### config.mk
export PLATFORM = sky130hd
export DESIGN_NAME = fixed_partition_fit_allocator_unit
export DESIGN_NICKNAME = d
export VERILOG_FILES = /design/src/fpfa_pkg.sv /design/src/fixed_partition_fit_allocator_unit.sv /design/src/fpfa_ram.sv /design/src/fpfa_datapath.sv /design/src/fpfa_ctrl.sv
export SDC_FILE = /design/constraint.sdc
export NUM_CORES = 1
export LEC_CHECK = 0
export BUFFER_PORTS_ARGS = -buffer_cell sky130_fd_sc_hd__buf_4
export CORE_MARGIN = 3
export CORE_UTILIZATION = 44
export CTS_BUF_LIST = sky130_fd_sc_hd__clkbuf_2 sky130_fd_sc_hd__clkbuf_4 sky130_fd_sc_hd__clkbuf_8
export DETAILED_ROUTE_END_ITERATION = 8
export HOLD_SLACK_MARGIN = 0.08
export PLACE_DENSITY_LB_ADDON = 0.15
export SETUP_SLACK_MARGIN = 0.1
export SLEW_MARGIN = 25
export SYNTH_ARGS = -nofsm -noshare
export SYNTH_HDL_FRONTEND = slang
export SYNTH_HIERARCHICAL = 1
export SYNTH_SLANG_ARGS = --single-unit
### constraint.sdc
create_clock -name clock -period 3.3 [get_ports clock]
set_input_delay 0 -clock clock [delete_from_list [all_inputs] [get_ports clock]]
set_output_delay 0 -clock clock [all_outputs]
set_load 0.01 [all_outputs]
### src/fpfa_pkg.sv
// shared types, codes and constants of the fixed partition fit allocator
package fpfa_pkg;

   localparam int unsigned NUM_PARTITIONS_DEF = 8;
   localparam int unsigned SIZE_W             = 16;
   localparam int unsigned INDEX_W            = 3;
   localparam int unsigned MODE_W             = 2;
   localparam int unsigned WIDE_W             = 7;

   localparam logic [MODE_W-1:0] MODE_FIRST = 2'd0;
   localparam logic [MODE_W-1:0] MODE_BEST  = 2'd1;
   localparam logic [MODE_W-1:0] MODE_WORST = 2'd2;

   localparam logic REQ_LOAD  = 1'b0;
   localparam logic REQ_ALLOC = 1'b1;

   typedef struct packed {
      logic               req_type;
      logic [INDEX_W-1:0] load_index;
      logic [SIZE_W-1:0]  load_size;
      logic [SIZE_W-1:0]  request_size;
   } fpfa_req_type;

   typedef struct packed {
      logic               granted;
      logic [INDEX_W-1:0] partition_index;
      logic [SIZE_W-1:0]  partition_size;
   } fpfa_rsp_type;

   typedef struct packed {
      logic load_we;
      logic start;
      logic step;
      logic publish;
   } fpfa_cmd_type;

   typedef struct packed {
      logic scan_last;
      logic out_free;
   } fpfa_status_type;

endpackage

### src/fixed_partition_fit_allocator_unit.sv
// top level of the fixed partition fit allocator
// A load beat writes one partition size and marks the slot free, with no response. A
// request beat scans the whole table, one partition per cycle through the single read
// port of the size ram, and returns one response beat: a request holds the block from
// acceptance until its result is published, and no new request is taken meanwhile;
// publishing also waits while a stalled rsp_ready keeps the output register full.
// fit_mode selects first, best or worst fit; the user must write it through csr_wr_en
// only while the block is idle, and the block itself does not enforce this.
module fixed_partition_fit_allocator_unit #(
   parameter int unsigned NUM_PARTITIONS = fpfa_pkg::NUM_PARTITIONS_DEF
) (
   input  logic                        clock,
   input  logic                        reset,
   input  logic                        req_valid,
   output logic                        req_ready,
   input  fpfa_pkg::fpfa_req_type      req_payload,
   output logic                        rsp_valid,
   input  logic                        rsp_ready,
   output fpfa_pkg::fpfa_rsp_type      rsp_payload,
   input  logic                        csr_wr_en,
   input  logic [fpfa_pkg::MODE_W-1:0] csr_wr_data
);

   fpfa_pkg::fpfa_cmd_type    cmd;
   fpfa_pkg::fpfa_status_type status;

   fpfa_ctrl u_ctrl (
      .clock        (clock),
      .reset        (reset),
      .req_valid    (req_valid),
      .req_is_alloc (req_payload.req_type),
      .req_ready    (req_ready),
      .cmd          (cmd),
      .status       (status)
   );

   fpfa_datapath #(
      .NUM_PARTITIONS (NUM_PARTITIONS)
   ) u_datapath (
      .clock       (clock),
      .reset       (reset),
      .req_payload (req_payload),
      .rsp_ready   (rsp_ready),
      .rsp_valid   (rsp_valid),
      .rsp_payload (rsp_payload),
      .csr_wr_en   (csr_wr_en),
      .csr_wr_data (csr_wr_data),
      .cmd         (cmd),
      .status      (status)
   );

endmodule

### src/fpfa_ram.sv
// generic single write port ram with registered read
module fpfa_ram #(
   parameter int unsigned WIDTH = 16,
   parameter int unsigned DEPTH = 8,
   localparam int unsigned ADDR_W = (DEPTH > 1) ? $clog2(DEPTH) : 1
) (
   input  logic              clock,
   input  logic              wr_en,
   input  logic [ADDR_W-1:0] wr_addr,
   input  logic [WIDTH-1:0]  wr_data,
   input  logic [ADDR_W-1:0] rd_addr,
   output logic [WIDTH-1:0]  rd_data
);

   logic [WIDTH-1:0] mem_ff [DEPTH];
   logic [WIDTH-1:0] rd_data_ff;

   always_ff @(posedge clock) begin
      if (wr_en) begin
         mem_ff[wr_addr] <= wr_data;
      end
      rd_data_ff <= mem_ff[rd_addr];
   end

   assign rd_data = rd_data_ff;

endmodule

### src/fpfa_datapath.sv
// partition table, free bits, scan compare and result register
module fpfa_datapath #(
   parameter int unsigned NUM_PARTITIONS = fpfa_pkg::NUM_PARTITIONS_DEF
) (
   input  logic                            clock,
   input  logic                            reset,
   input  fpfa_pkg::fpfa_req_type          req_payload,
   input  logic                            rsp_ready,
   output logic                            rsp_valid,
   output fpfa_pkg::fpfa_rsp_type          rsp_payload,
   input  logic                            csr_wr_en,
   input  logic [fpfa_pkg::MODE_W-1:0]     csr_wr_data,
   input  fpfa_pkg::fpfa_cmd_type          cmd,
   output fpfa_pkg::fpfa_status_type       status
);

   localparam int unsigned IDX_W = (NUM_PARTITIONS > 1) ? $clog2(NUM_PARTITIONS) : 1;
   localparam int unsigned CNT_W = $clog2(NUM_PARTITIONS + 1);
   localparam logic [CNT_W-1:0] SCAN_END = CNT_W'(NUM_PARTITIONS);
   localparam logic [fpfa_pkg::WIDE_W-1:0] PART_LIMIT = fpfa_pkg::WIDE_W'(NUM_PARTITIONS);

   logic [fpfa_pkg::MODE_W-1:0] fit_mode_ff, fit_mode_in;
   logic [fpfa_pkg::SIZE_W-1:0] need_ff, need_in;
   logic [CNT_W-1:0]            scan_ff, scan_in;
   logic                        pick_valid_ff, pick_valid_in;
   logic [IDX_W-1:0]            pick_idx_ff, pick_idx_in;
   logic [fpfa_pkg::SIZE_W-1:0] best_ff, best_in;
   logic [NUM_PARTITIONS-1:0]   free_ff, free_in;
   logic                        rsp_valid_ff, rsp_valid_in;
   fpfa_pkg::fpfa_rsp_type      rsp_ff, rsp_in;

   logic [fpfa_pkg::WIDE_W-1:0] ld_wide;
   logic                        ld_ok;
   logic [IDX_W-1:0]            ld_addr;
   logic                        ram_we;
   logic [IDX_W-1:0]            rd_addr;
   logic [fpfa_pkg::SIZE_W-1:0] rd_data;
   logic [CNT_W-1:0]            scan_prev;
   logic [IDX_W-1:0]            eval_idx;
   logic                        eval_on;
   logic                        fits;
   logic                        take;
   logic [fpfa_pkg::WIDE_W-1:0] pick_wide;

   assign ld_wide   = fpfa_pkg::WIDE_W'(req_payload.load_index);
   assign ld_ok     = ld_wide < PART_LIMIT;
   assign ld_addr   = ld_wide[IDX_W-1:0];
   assign ram_we    = cmd.load_we && ld_ok;
   assign rd_addr   = (scan_ff < SCAN_END) ? scan_ff[IDX_W-1:0] : '0;
   assign scan_prev = scan_ff - CNT_W'(1);
   assign eval_idx  = scan_prev[IDX_W-1:0];
   assign eval_on   = cmd.step && (scan_ff != '0);
   assign fits      = free_ff[eval_idx] && (rd_data >= need_ff);
   assign pick_wide = fpfa_pkg::WIDE_W'(pick_idx_ff);

   fpfa_ram #(
      .WIDTH (fpfa_pkg::SIZE_W),
      .DEPTH (NUM_PARTITIONS)
   ) u_size_ram (
      .clock   (clock),
      .wr_en   (ram_we),
      .wr_addr (ld_addr),
      .wr_data (req_payload.load_size),
      .rd_addr (rd_addr),
      .rd_data (rd_data)
   );

   // placement policy, unknown mode falls back to first fit
   always_comb begin
      unique case (fit_mode_ff)
         fpfa_pkg::MODE_BEST: begin
            take = fits && (!pick_valid_ff || (rd_data < best_ff));
         end
         fpfa_pkg::MODE_WORST: begin
            take = fits && (!pick_valid_ff || (rd_data >= best_ff));
         end
         default: begin
            take = fits && !pick_valid_ff;
         end
      endcase
   end

   always_comb begin
      fit_mode_in   = fit_mode_ff;
      need_in       = need_ff;
      scan_in       = scan_ff;
      pick_valid_in = pick_valid_ff;
      pick_idx_in   = pick_idx_ff;
      best_in       = best_ff;
      free_in       = free_ff;
      rsp_valid_in  = rsp_valid_ff;
      rsp_in        = rsp_ff;

      if (csr_wr_en) begin
         fit_mode_in = csr_wr_data;
      end
      if (ram_we) begin
         free_in[ld_addr] = 1'b1;
      end
      if (cmd.start) begin
         need_in       = req_payload.request_size;
         scan_in       = '0;
         pick_valid_in = 1'b0;
      end
      if (cmd.step) begin
         scan_in = scan_ff + CNT_W'(1);
      end
      if (eval_on && take) begin
         pick_valid_in = 1'b1;
         pick_idx_in   = eval_idx;
         best_in       = rd_data;
      end
      if (rsp_ready) begin
         rsp_valid_in = 1'b0;
      end
      if (cmd.publish) begin
         rsp_valid_in               = 1'b1;
         rsp_in.granted             = pick_valid_ff;
         rsp_in.partition_index     = pick_valid_ff ? pick_wide[fpfa_pkg::INDEX_W-1:0] : '0;
         rsp_in.partition_size      = pick_valid_ff ? best_ff : '0;
         if (pick_valid_ff) begin
            free_in[pick_idx_ff] = 1'b0;
         end
      end
   end

   always_ff @(posedge clock) begin
      if (reset) begin
         fit_mode_ff   <= fpfa_pkg::MODE_FIRST;
         scan_ff       <= '0;
         pick_valid_ff <= 1'b0;
         free_ff       <= '0;
         rsp_valid_ff  <= 1'b0;
      end else begin
         fit_mode_ff   <= fit_mode_in;
         scan_ff       <= scan_in;
         pick_valid_ff <= pick_valid_in;
         free_ff       <= free_in;
         rsp_valid_ff  <= rsp_valid_in;
      end
   end

   always_ff @(posedge clock) begin
      need_ff     <= need_in;
      pick_idx_ff <= pick_idx_in;
      best_ff     <= best_in;
      rsp_ff      <= rsp_in;
   end

   assign status.scan_last = (scan_ff == SCAN_END);
   assign status.out_free  = !rsp_valid_ff || rsp_ready;
   assign rsp_valid        = rsp_valid_ff;
   assign rsp_payload      = rsp_ff;

`ifndef SYNTH
   a_grant_marks_used: assert property (@(posedge clock) disable iff (reset)
      $past(cmd.publish) && rsp_ff.granted |-> !free_ff[pick_idx_ff])
      else $error("granted partition still free");

   a_grant_fits: assert property (@(posedge clock) disable iff (reset)
      $past(cmd.publish) && rsp_ff.granted |-> rsp_ff.partition_size >= need_ff)
      else $error("granted partition smaller than request");

   a_no_fit_zero: assert property (@(posedge clock) disable iff (reset)
      rsp_valid_ff && !rsp_ff.granted |->
         (rsp_ff.partition_index == '0) && (rsp_ff.partition_size == '0))
      else $error("refused beat carries non-zero fields");
`endif

endmodule

### src/fpfa_ctrl.sv
// controller state machine sequencing loads, scans and result beats
module fpfa_ctrl (
   input  logic                      clock,
   input  logic                      reset,
   input  logic                      req_valid,
   input  logic                      req_is_alloc,
   output logic                      req_ready,
   output fpfa_pkg::fpfa_cmd_type    cmd,
   input  fpfa_pkg::fpfa_status_type status
);

   localparam logic [1:0] ST_IDLE = 2'd0;
   localparam logic [1:0] ST_SCAN = 2'd1;
   localparam logic [1:0] ST_DONE = 2'd2;

   logic [1:0] state_ff, state_in;
   logic       accept;

   assign req_ready = (state_ff == ST_IDLE);
   assign accept    = req_valid && req_ready;

   always_comb begin
      state_in    = state_ff;
      cmd         = '0;
      unique case (state_ff)
         ST_IDLE: begin
            if (accept) begin
               if (req_is_alloc == fpfa_pkg::REQ_ALLOC) begin
                  cmd.start = 1'b1;
                  state_in  = ST_SCAN;
               end else begin
                  cmd.load_we = 1'b1;
               end
            end
         end
         ST_SCAN: begin
            cmd.step = 1'b1;
            if (status.scan_last) begin
               state_in = ST_DONE;
            end
         end
         ST_DONE: begin
            if (status.out_free) begin
               cmd.publish = 1'b1;
               state_in    = ST_IDLE;
            end
         end
         default: begin
            state_in = ST_IDLE;
         end
      endcase
   end

   always_ff @(posedge clock) begin
      if (reset) begin
         state_ff <= ST_IDLE;
      end else begin
         state_ff <= state_in;
      end
   end

endmodule
## Yosys cells after proc, flatten, opt, wreduce, memory -nomap -nowiden

Memory sizes are Yosys's and may differ from the RTL's. A register that Yosys moved wholly into a read port is not among the register bits.
Index checks and enable logic that the tools add are counted.

- Flip-flop bits (word level): 73
- Bits in writable memories: 128
- Input port bits: 43
- Logic and storage cells: 89
- Memories: 1

- Add/sub/neg operators: 2
- Magnitude comparators: 10
- Equal/unequal tests: 9
- Muxes and demuxes: 31
- Bitwise logic cells: 3
- Reductions and logical operators: 21

Memories:

| memory | depth | width | rd ports | clocked after Yosys merged registers in | write ports | line | text |
|---|---|---|---|---|---|---|---|
| u_datapath.u_size_ram.mem_ff | 8 | 16 | 1 | 1 | 1 | fpfa_ram.sv:15 | `logic [WIDTH-1:0] mem_ff [DEPTH];` |

Operator list:

| kind | number |
|---|---|
| >= comparator 16 bit | 2 |
| 2-to-1 mux 8 bit | 3 |
| < comparator 16 bit | 1 |
| < comparator 3 x 4 -> 1 bit (second input constant) | 4 |
| 2-to-1 mux 1 bit | 14 |
| 2-to-1 mux 2 bit | 6 |
| logical AND 1 bit | 10 |
| bitwise AND 8 bit | 1 |
| 2-to-1 mux 4 bit | 2 |
| != test 2 bit (second input constant) | 4 |
| NOT 8 bit | 1 |
| OR 8 bit | 1 |
| demux 1 bit (select 3 bit) | 2 |
| >= comparator 3 x 1 -> 1 bit (second input constant) | 2 |
| one-hot mux 2 bit (3 select lines) | 1 |
| nonzero test 2 bit | 3 |
| adder 4 x 1 -> 4 bit (second input constant) | 1 |
| equality test 2 x 1 -> 1 bit (second input constant) | 2 |
| equality test 2 bit (second input constant) | 2 |
| equality test 4 bit (second input constant) | 1 |
| < comparator 4 bit (second input constant) | 1 |
| AND reduction 4 bit | 1 |
| nonzero test 4 bit | 1 |
| binary-select mux 1 bit (select 3 bit) | 1 |
| other kinds (6) | 9 |

## Depth between registers and ports, before layout

- Word-level depth: 9
- Depth in mapped cells: 8
- Depth with buffers taken out: 8

## Cells and area by module

The synthesis kept the hierarchy.

Modules (own cells, without submodules):

| module | instances | cells an instance | area an instance (um2) | seq. area each (um2) |
|---|---|---|---|---|
| fpfa_ram | 1 | 214 | 5293.8 | 4164.0 |
| fpfa_datapath | 1 | 287 | 3442.1 | 1971.9 |
| fpfa_ctrl | 1 | 15 | 128.9 | 40.0 |

## Least setup slack after synthesis

Ideal clock, no wire load.

- Path kind: reg2reg
- Start point: register u_ctrl.state_ff[0]
- End point: memory u_datapath.u_size_ram.mem_ff[4][0], enable pin
- Library setup time: 0.409 ns
- Data arrival time: 2.423 ns
- Data required time: 2.891 ns
- Setup slack: 0.468 ns
- Cell stages (with the launch flop): 4
- Path buffers: 0
- Path through: dfxtp_1 > nor4b_1 > nand2_1 > nor3_1

RTL lines:

| what | line | text |
|---|---|---|
| from (decl) | fpfa_ctrl.sv:16 | `logic [1:0] state_ff, state_in;` |
| from (signal assigned) | fpfa_ctrl.sv:58 | `state_ff <= state_in;` |
| to (decl) | fpfa_ram.sv:15 |  |

## Final worst setup path

- Start point: register u_datapath.scan_ff[0]
- End point: register u_datapath/best_ff[1] (netlist bit), enable pin

- Longest elaborated chain between the ends: 7

Ends and longest elaborated chain:

| what | line | text |
|---|---|---|
| from (decl) | fpfa_datapath.sv:24 | `logic [CNT_W-1:0] scan_ff, scan_in;` |
| from (signal assigned) | fpfa_datapath.sv:136 | `scan_ff <= scan_in;` |
| subtractor 3 x 1 -> 3 bit * | fpfa_datapath.sv:50 | `assign scan_prev = scan_ff - CNT_W'(1);` |
| via u_datapath.scan_prev[0] | fpfa_datapath.sv:38 | `logic [CNT_W-1:0] scan_prev;` |
| binary-select mux 1 bit (select 3 bit) * | fpfa_datapath.sv:53 | `assign fits = free_ff[eval_idx] && (rd_data >= need_ff);` |
| 2-to-1 mux 1 bit (not written as such) * | fpfa_datapath.sv:53 |  |
| logical AND 1 bit * | fpfa_datapath.sv:53 |  |
| logical AND 1 bit (on tied branches) | fpfa_datapath.sv:78, fpfa_datapath.sv:72, fpfa_datapath.sv:75 |  |
| one-hot mux 1 bit (2 select lines) * | fpfa_datapath.sv:70 | `unique case (fit_mode_ff)` |
| logical AND 1 bit * | fpfa_datapath.sv:108 | `if (eval_on && take) begin` |
| to (signal assigned) | fpfa_datapath.sv:146 | `best_ff <= best_in;` |
| to (decl) | fpfa_datapath.sv:27 | `logic [fpfa_pkg::SIZE_W-1:0] best_ff, best_in;` |

Mark *: on every way through the listed nets, which the timed path passes. The rest lies on a longest branch. The select of a mux whose other input is x is not followed.
A chain may end at the register's enable or synchronous reset.

==> impl_metrics.toml <==
[synthesis]
synth-seq-cells = 217
synth_area_sq_mm = 0.008865
async_flop_share_pct = 0
synth_cells = 516
synth_flop_cell = "edfxtp_1"
synth.area.top_cells = "edfxtp_1 (62%), mux4_1 (8.3%), dfxtp_1 (7.7%)"
synth_nets = 594
synth_top_area_share_pct = 61.99
avgSynthCellArea_sq_um = 17.18
synth_top_area_cell = "edfxtp_1"
synth-edff-count = 183
synth_cell_types = 46
ys_seq_area_share_pct = 69.67
yosysWarnings = 6

[worst_setup_path]
crit_arrival_ns = 3.03
crit_slowest_cell = "mux4_2"
slowest_delay_ns = 0.54
crit_path_cell_trace = "inv_1, ha_1, mux4_2, a221oi_1, a31oi_1, o311ai_2, nor2_1, buf_4"
critPathKind = "reg -> reg"
crit_buf_inv = 2
path_max_fanout = 16
crit_family = "compound AO/OA/AOI/OAI gates"
endpoint_kind = "register"
start_kind = "register"
required_ns = 3.55

[sta]
fmax_ghz = 0.3586
setup_tns_ns = 0
timing.hold.ws_ns = 0.2012
slew_headroom_pct = 61.02
finalSetupViolCount = 0
min_period_ns = 2.789
finalMaxSlewViolations = 0
period_share_pct = 84.51
rsz0062_at_grt = "no"
tightest_slew_ns = 0.5834
fin_skew_ns = 0.02916
hold_viol_final = 0

[final_layout]
final_common_cell = "edfxtp_1"
nets = 745
diodes = 0
multi_input_area_sq_mm = 0.002465
layout_common_cells = "edfxtp_1 (183), buf_4 (78), dlygate4sd3_1 (50)"
syn2layout_area_growth_pct = 23.26
fill_cells = 1605
seqCellArea_sq_mm = 0.006176
drive_gt1_share_pct = 24.64

[power]
power.internal_mw = 4.409
seq_power_share_pct = 54.1
cellPowerDensity_mw_per_mm2 = 514.1
power_frac_comb_pct = 5.5
p_sw_mw = 1.209
p_leak_nw = 4.038
clock_power_share_pct = 40.4
vdd_ir_drop_max_uv = 305.8
netSwitchingFraction_pct = 21.52

[detailed_routing]
drt.antenna.violating_nets = 0
dr.pass1.iters = 4
via_per_inst = 5.004
wl_per_cell_um = 17.58
vias = 4799
routed_wl_mm = 16.86
drt-initial-drc-count = 287
drc = 0

[global_routing]
grt_overflow = 0
grt_antenna_before_repair = 0
grt_max_degree = 33
grt_usage_pct = 15.76
grt_pass1_wl_mm = 26.69
grt_pass1_vias = 5084

[clock_tree]
path_clk_slew_ns = 0.05
cts.sinks = 217
cts_setup_buffers = 0
cts_buffers = 37
clockBufferDepth = 3
root_buffer = "clkbuf_8"
cts_tree = "done"
htree_num_levels = 2
clock_latency_ns = 0.53

[floorplan]
core_sq_mm = 0.01965
io_pins = 65
die_w_um = 147.9
start_util_pct = 45.10
dieArea_sq_mm = 0.02189
num_rows = 51
fp.dieH_um = 147.9

[placed_design]
port_buffers = 64
gp_congestion = 0.8076
dpl.hpwl_mm = 10.39

[flow_run]
cap_violations = 0

[run_status]
status = "finished, final reports clean"

[min_path]
hold_path.class = "in -> reg"
[cells in the mapped netlist (2+ instances only)]
cell type and n:
nor3_1 20, clkbuf_1 6, edfxtp_1 183, buf_1 4, a21o_1 3, nand2_1 9
and2_1 20, mux2_2 16, mux4_2 6, nand4_1 5, nor2_1 26, mux2i_1 4
nand3_1 3, nand3b_1 4, nand2b_1 7, o21ai_0 7, a41oi_1 2, a31oi_1 5
a21oi_1 16, dfxtp_1 34, a211oi_1 2, buf_6 5, inv_1 38, nor2b_1 7
o211ai_1 2, mux4_1 28, ha_1 35
[through the flow]
| stage | utilization (%) | setup WS (ns) | instance area [sq um] | power [mW] | instances |
|---|---|---|---|---|---|
| 2_1_floorplan | - | 0.4678 | 8865 | 3.244 | 516 |
| 3_3_place_gp | 49.46 | 0.6677 | 9721 | 3.348 | 843 |
| 3_5_place_dp | 49.46 | 0.5384 | 9721 | 3.359 | 843 |
| 4_1_cts | 55.60 | 0.5360 | 10930 | 5.704 | 959 |
| 5_1_grt | 55.60 | 0.4041 | 10930 | 5.838 | 959 |
| 6_report | 55.60 | 0.5111 | 10930 | 5.617 | 959 |
[power groups by stage]
stage / clock network, mW / registers (mW) / logic (mW)
2_1_floorplan: 0 / 3.08 / 0.159
3_3_place_gp: 0 / 3.09 / 0.257
3_5_place_dp: 0 / 3.09 / 0.265
4_1_cts: 2.35 / 3.04 / 0.314
5_1_grt: 2.46 / 3.04 / 0.342
6_report: 2.27 / 3.04 / 0.310
[path summary, 6_finish.rpt]
check                                      startpoint  cells after the start                               end  slack [ns]
max                u_datapath/scan_ff[0]$_SDFFE_PP0P_                      8   u_datapath/best_ff[1]$_DFFE_PP_        0.51
min                                   req_payload[12]                      2  u_datapath/need_ff[12]$_DFFE_PP_        0.20
max reg2reg        u_datapath/scan_ff[0]$_SDFFE_PP0P_                      8   u_datapath/best_ff[1]$_DFFE_PP_        0.51
min reg2reg  u_datapath/u_size_ram/rd_data[0]$_DFF_P_                      0   u_datapath/best_ff[0]$_DFFE_PP_        0.46
[per-layer routing]
metal  track usage (%)  wire length, um
met2             25.85             8151
met1             20.73             7438
met5                 0                0
met3             3.495              945
met4             6.097              321
[flip-flops by register name, summed over array words and instances, names as in the netlist]
register                       flops
u_datapath/u_size_ram/mem_ff     128
u_datapath/rsp_payload            20
u_datapath/best_ff                16
u_datapath/need_ff                16
u_datapath/u_size_ram/rd_data     16
u_datapath/free_ff                 8
u_datapath/scan_ff                 4
u_datapath/pick_idx_ff             3
u_ctrl/state_ff                    2
u_datapath/fit_mode_ff             2
u_datapath/pick_valid_ff           1
u_datapath/rsp_valid               1
[layout make-up]
cell class	count	share of cell area, %
Clock buffer	49	5.657
Clock inverter	17	0.8016
Inverter	38	1.305
Multi-Input combinational cell	244	22.56
Sequential cell	217	56.52
Tap cell	265	3.034
Timing Repair Buffer	129	10.12
[logic make-up (layout without fill, tap and decap cells)]
logic type	count (synthesis)	in the layout	share of synthesized area [%]
DFF	217	217	69.67
and+or+nand+nor	108	108	6.563
buffers and inverters	55	233	2.809
muxes	54	54	12.31
AOI/OAI and AO/OA	46	46	3.613
adders and majority gates	35	35	4.940
xor gates and xnor gates	1	1	0.09882
[repair_timing]
item | 4_1_cts | 5_1_grt
hold endpoints to repair | 167 | 0
gates resized for setup | 0 | 0
hold buffers | 50 | 0
(Power assumes the default switching activity.)
